--- src/lfupr_pkg.sv ---
// Shared types and constants for the LFU page replacement block.
// No dependencies; imported by every other file in src.
`default_nettype none

package lfupr_pkg;

  localparam int unsigned PAGE_W       = 8;
  localparam int unsigned CFG_W        = 4;
  localparam int unsigned FRAME_IDX_W  = 3;
  localparam int unsigned FAULT_W      = 16;
  localparam int unsigned QUEUE_DEPTH  = 2;

  localparam logic [FAULT_W-1:0] FAULT_MAX       = {FAULT_W{1'b1}};
  localparam logic [CFG_W-1:0]   FRAMES_IN_USE_RST = CFG_W'(8);

  localparam int unsigned FRAMES_DEF      = 8;
  localparam int unsigned PAGES_DEF       = 256;
  localparam int unsigned COUNT_WIDTH_DEF = 16;

  // Back end status seen by the front end.
  typedef struct packed {
    logic clearing;  // count store sweep in progress, take no beat
    logic pop;       // back end takes the queue head this cycle
  } lfupr_status_t;

endpackage

`default_nettype wire

--- src/lfupr_front.sv ---
// Front end: accepts page references, maps each to its count store index,
// and holds them in a two-entry queue. Depends on lfupr_pkg.
`default_nettype none

module lfupr_front #(
  parameter int unsigned PAGES = lfupr_pkg::PAGES_DEF,
  parameter int unsigned CW    = $clog2(PAGES)
) (
  input  wire logic                          clk_i,
  input  wire logic                          rst_ni,
  input  wire logic                          start_i,
  input  wire logic [lfupr_pkg::PAGE_W-1:0]  page_i,
  output logic                               busy_o,
  input  wire lfupr_pkg::lfupr_status_t      status_i,
  output logic                               q_valid_o,
  output logic [lfupr_pkg::PAGE_W-1:0]       q_page_o,
  output logic [CW-1:0]                      q_cidx_o
);
  import lfupr_pkg::*;

  localparam int unsigned PAGE_VALUES = 1 << PAGE_W;
  localparam int unsigned PTR_W       = $clog2(QUEUE_DEPTH);
  localparam int unsigned CNT_W       = $clog2(QUEUE_DEPTH + 1);

  // Page number to count store index (page modulo PAGES), a constant table.
  logic [CW-1:0] cidx_tbl [PAGE_VALUES];

  for (genvar g = 0; g < PAGE_VALUES; g++) begin : g_tbl
    assign cidx_tbl[g] = CW'(g % PAGES);
  end

  logic [PAGE_W-1:0] page_q [QUEUE_DEPTH];
  logic [CW-1:0]     cidx_q [QUEUE_DEPTH];
  logic [PTR_W-1:0]  wr_ptr_q, wr_ptr_d, rd_ptr_q, rd_ptr_d;
  logic [CNT_W-1:0]  cnt_q, cnt_d;
  logic              push;

  assign busy_o = (cnt_q == CNT_W'(QUEUE_DEPTH)) || status_i.clearing;
  assign push   = start_i && !busy_o;

  assign q_valid_o = (cnt_q != '0);
  assign q_page_o  = page_q[rd_ptr_q];
  assign q_cidx_o  = cidx_q[rd_ptr_q];

  always_comb begin
    wr_ptr_d = wr_ptr_q;
    rd_ptr_d = rd_ptr_q;
    cnt_d    = cnt_q;
    if (push) begin
      wr_ptr_d = wr_ptr_q + PTR_W'(1);
    end
    if (status_i.pop) begin
      rd_ptr_d = rd_ptr_q + PTR_W'(1);
    end
    if (push && !status_i.pop) begin
      cnt_d = cnt_q + CNT_W'(1);
    end else if (!push && status_i.pop) begin
      cnt_d = cnt_q - CNT_W'(1);
    end
  end

  always_ff @(posedge clk_i or negedge rst_ni) begin
    if (!rst_ni) begin
      wr_ptr_q <= '0;
      rd_ptr_q <= '0;
      cnt_q    <= '0;
    end else begin
      wr_ptr_q <= wr_ptr_d;
      rd_ptr_q <= rd_ptr_d;
      cnt_q    <= cnt_d;
    end
  end

  always_ff @(posedge clk_i) begin
    if (push) begin
      page_q[wr_ptr_q] <= page_i;
      cidx_q[wr_ptr_q] <= cidx_tbl[page_i];
    end
  end

endmodule

`default_nettype wire

--- config.mk ---
export PLATFORM = sky130hd
export DESIGN_NAME = lfupr_front
export DESIGN_NICKNAME = d
export VERILOG_FILES = /design/src/lfupr_pkg.sv /design/src/lfupr_front.sv
export SDC_FILE = /design/constraint.sdc
export NUM_CORES = 1
export LEC_CHECK = 0
export BUFFER_PORTS_ARGS = -buffer_cell sky130_fd_sc_hd__buf_2
export CAP_MARGIN = 20
export CELL_PAD_IN_SITES_DETAIL_PLACEMENT = 0
export CELL_PAD_IN_SITES_GLOBAL_PLACEMENT = 1
export CORE_UTILIZATION = 43
export CTS_BUF_LIST = sky130_fd_sc_hd__clkbuf_8
export CTS_CLUSTER_DIAMETER = 60
export DETAILED_ROUTE_END_ITERATION = 12
export PLACE_DENSITY_LB_ADDON = 0.1
export SYNTH_ARGS = -nofsm -noshare
export SYNTH_HDL_FRONTEND = slang
export SYNTH_SLANG_ARGS = --single-unit
--- constraint.sdc ---
create_clock -name clk_i -period 4.7 [get_ports clk_i]
set_clock_uncertainty 0.15 [all_clocks]
set_input_delay 0.94 -clock clk_i [delete_from_list [all_inputs] [get_ports clk_i]]
set_output_delay 0.94 -clock clk_i [all_outputs]
set_load 0.01 [all_outputs]
==> results.md <==
- R2r setup slk: 2.94 ns
- Via density: 4.35
- Clk pin slew, worst setup/hold paths: 0.07 ns
- Longest Clk Path Bufs: 2
- Via count: 444
- CTS root buf: clkbuf_8
- Final Instance Area: 1020 sq um
- Gr ovfl total: 0
- GPL Wtd Cong: 0.696
- Final Worst Setup Slack: 2.22 ns
- CTS Hold Bufs: 0
- Seq/Total Area, Yosys: 0.675
- Crit path arrival time: 1.39 ns
- Final setup TNS: 0 ns
- Top cells by area, synth: edfxtp_1, dfrtp_1, mux2_2
- Cell taking the most area after synthesis: edfxtp_1
- Post-CTS Setup Bufs: 0
- Core Rows: 15
- Pleak: 0.441 nW
- Gate Count Post-Synth: 52
- Post-layout min period: 2.48 ns
- Critical Path RT: 3.61 ns
- Reg2Reg Depth: 3
- Die height: 46.7 um
- Num ports: 31
- Place WS: 2.31 ns
- Vias in the first global route: 426
- Worst-path maximum fanout: 9
- Hold Path Class: input pin to async pin
- Power per cell area: 546 nW/um^2
- Crit path kind: flop to primary output
- Drt first pass iters: 2
- Least-Margin Pin Slew: 0.721 ns
- Clk_lat worst skew: 0.25 ns
- Number of routed nets with antenna violations: 0
- CTS buffer count: 3
- Relative slew slack: 0.518
- Drt initial violations: 10
- Nets: 92
- Final worst path period share: 0.527
- Maxcap violations: 0
- Detailed Place HPWL: 852 um
- Largest net degree at the start of global routing: 12
- Final Hold Fails: 0
- Initial antenna violation count: 0
- Area of the mapped netlist: 860 sq um
- GRT Total Usage: 0.125
- Synth cell types: 16
- Share of cells above drive strength 1: 0.584
- CTS tree: yes
- Synth-to-layout area growth: 18.8%
- PostCTS Resize Cnt: 0
- Fmax: 0.404 GHz
- Die Span X: 46.7 um
- Final WL: 1200 um
- Syn. warnings: 0
- R2R Path Start: cnt_q[0]$_DFFE_PN0P_
- Placed cell areas: 976 sq um
- Synth Area per Inst: 16.5 sq um
- CP Launch Type: flop
- Slew Limit Fails: 0
- Mean routed wirelength per cell: 11.7 um
- Synth top area share: 0.559
- # H-tree levels: 1
- Initial Util: 0.477
- Die area: 2180 sq um
- CP Capture Type: primary output
- First-pass GRT wire length: 1810 um
- Total inserted antenna cells: 0
- Status: finished clean
- RSZ-0062 raised after global routing: no
- Synthesized net count: 66
- Buffers on Ports: 30
- Worst hold slack: 0.333 ns
- Final setup vio count: 0
- Maximum vdd drop: 0.334 mV
- Total power: 0.558 mW
- Reg2reg end: page_q[0][2]$_DFFE_PP_
- Core ar.: 1800 sq um
- Flops & latches, synth: 20
- Post-route DRC: 0
- Clock sink total: 20
worst max-delay path by stage:
stage,startpoint,end,cells past startpoint
floorplan,status_i[1],busy_o,1
detailed placement,status_i[1],busy_o,3
finish,rd_ptr_q$_DFFE_PN0P_,q_cidx_o[1],2
global route,rd_ptr_q$_DFFE_PN0P_,q_cidx_o[5],2
global placement,status_i[1],busy_o,3
CTS,rd_ptr_q$_DFFE_PN0P_,q_page_o[5],2
area by class of cell:
| class | count | area (sq um) |
|---|---|---|
| fillers | 157 | 781 |
| flip-flops and latches | 20 | 581 |
| multi-input cells | 21 | 206 |
| repair buffers | 30 | 150 |
| clock buffers | 3 | 41.3 |
| well taps | 25 | 31.3 |
| inverters | 2 | 7.51 |
| clock inverters | 1 | 3.75 |
metal layers:
layer / track usage / wire, um / vias up / part of all wire
li1: - / - / 222 / -
met1: 0.163 / 556 / 208 / 0.46
met2: 0.197 / 602 / 14 / 0.50
met3: 0.0353 / 39 / 0 / 0.033
met4: 0.0514 / 0 / 0 / 0
met5: 0 / 0 / - / 0
worst max-delay path: stages (launching register included):
cell	delay (ns)
dfrtp_1	0.60
mux2_2	0.40
buf_2	0.14
sequential cells by signal, summed over array words and instances (netlist names):
| name | flops |
|---|---|
| cidx_q | 2 |
| cnt_q | 2 |
| page_q | 14 |
| rd_ptr_q | 1 |
| wr_ptr_q | 1 |
synthesized netlist by cell type (all sizes together):
cell and instances:
buf 9, and2 1, xor2 3, edfxtp 16, ha 1, nand3b 1
mux2 8, inv 2, nor2 2, or2 1, nand2b 2, xnor2 2
dfrtp 4
through the flow:
step / utilization / cells
final: 0.567 / 102
after global routing: 0.567 / 102
after CTS: 0.567 / 102
after detailed placement: 0.542 / 98
after global placement: 0.542 / 98
after floorplan: - / 52
kinds of logic (layout without fill, tap and decap cells):
| logic type | count (synthesis) | count (layout) | synth area share |
|---|---|---|---|
| xor+xnor | 5 | 5 | 0.0510 |
| fa+ha+maj | 1 | 1 | 0.0146 |
| buf+inv | 11 | 36 | 0.0844 |
| flops | 20 | 20 | 0.675 |
| mux | 8 | 8 | 0.105 |
| simple gates | 7 | 7 | 0.0699 |
power breakdown:
group	internal (mW)	total (mW)	switching (mW)	leakage, nW
logic	0.0985	0.186	0.0873	0.221
clock network	0.0579	0.108	0.0502	0.0269
registers	0.229	0.264	0.0347	0.193
total	0.386	0.558	0.172	0.441
cells in the final DEF (no fill, tap or decap):
cell type,netlist,layout
inv_2,1,1
inv_1,1,2
and2_1,1,1
buf_2,1,30
ha_1,1,1
nand2b_1,1,1
xor2_1,3,3
dfrtp_1,4,4
nand3b_4,1,1
clkbuf_8,0,3
or2_2,1,1
mux2_2,8,8
xnor2_1,2,2
nand2b_4,1,1
nor2_1,2,2
edfxtp_1,16,16
Power figures use the tool's default switching activity.
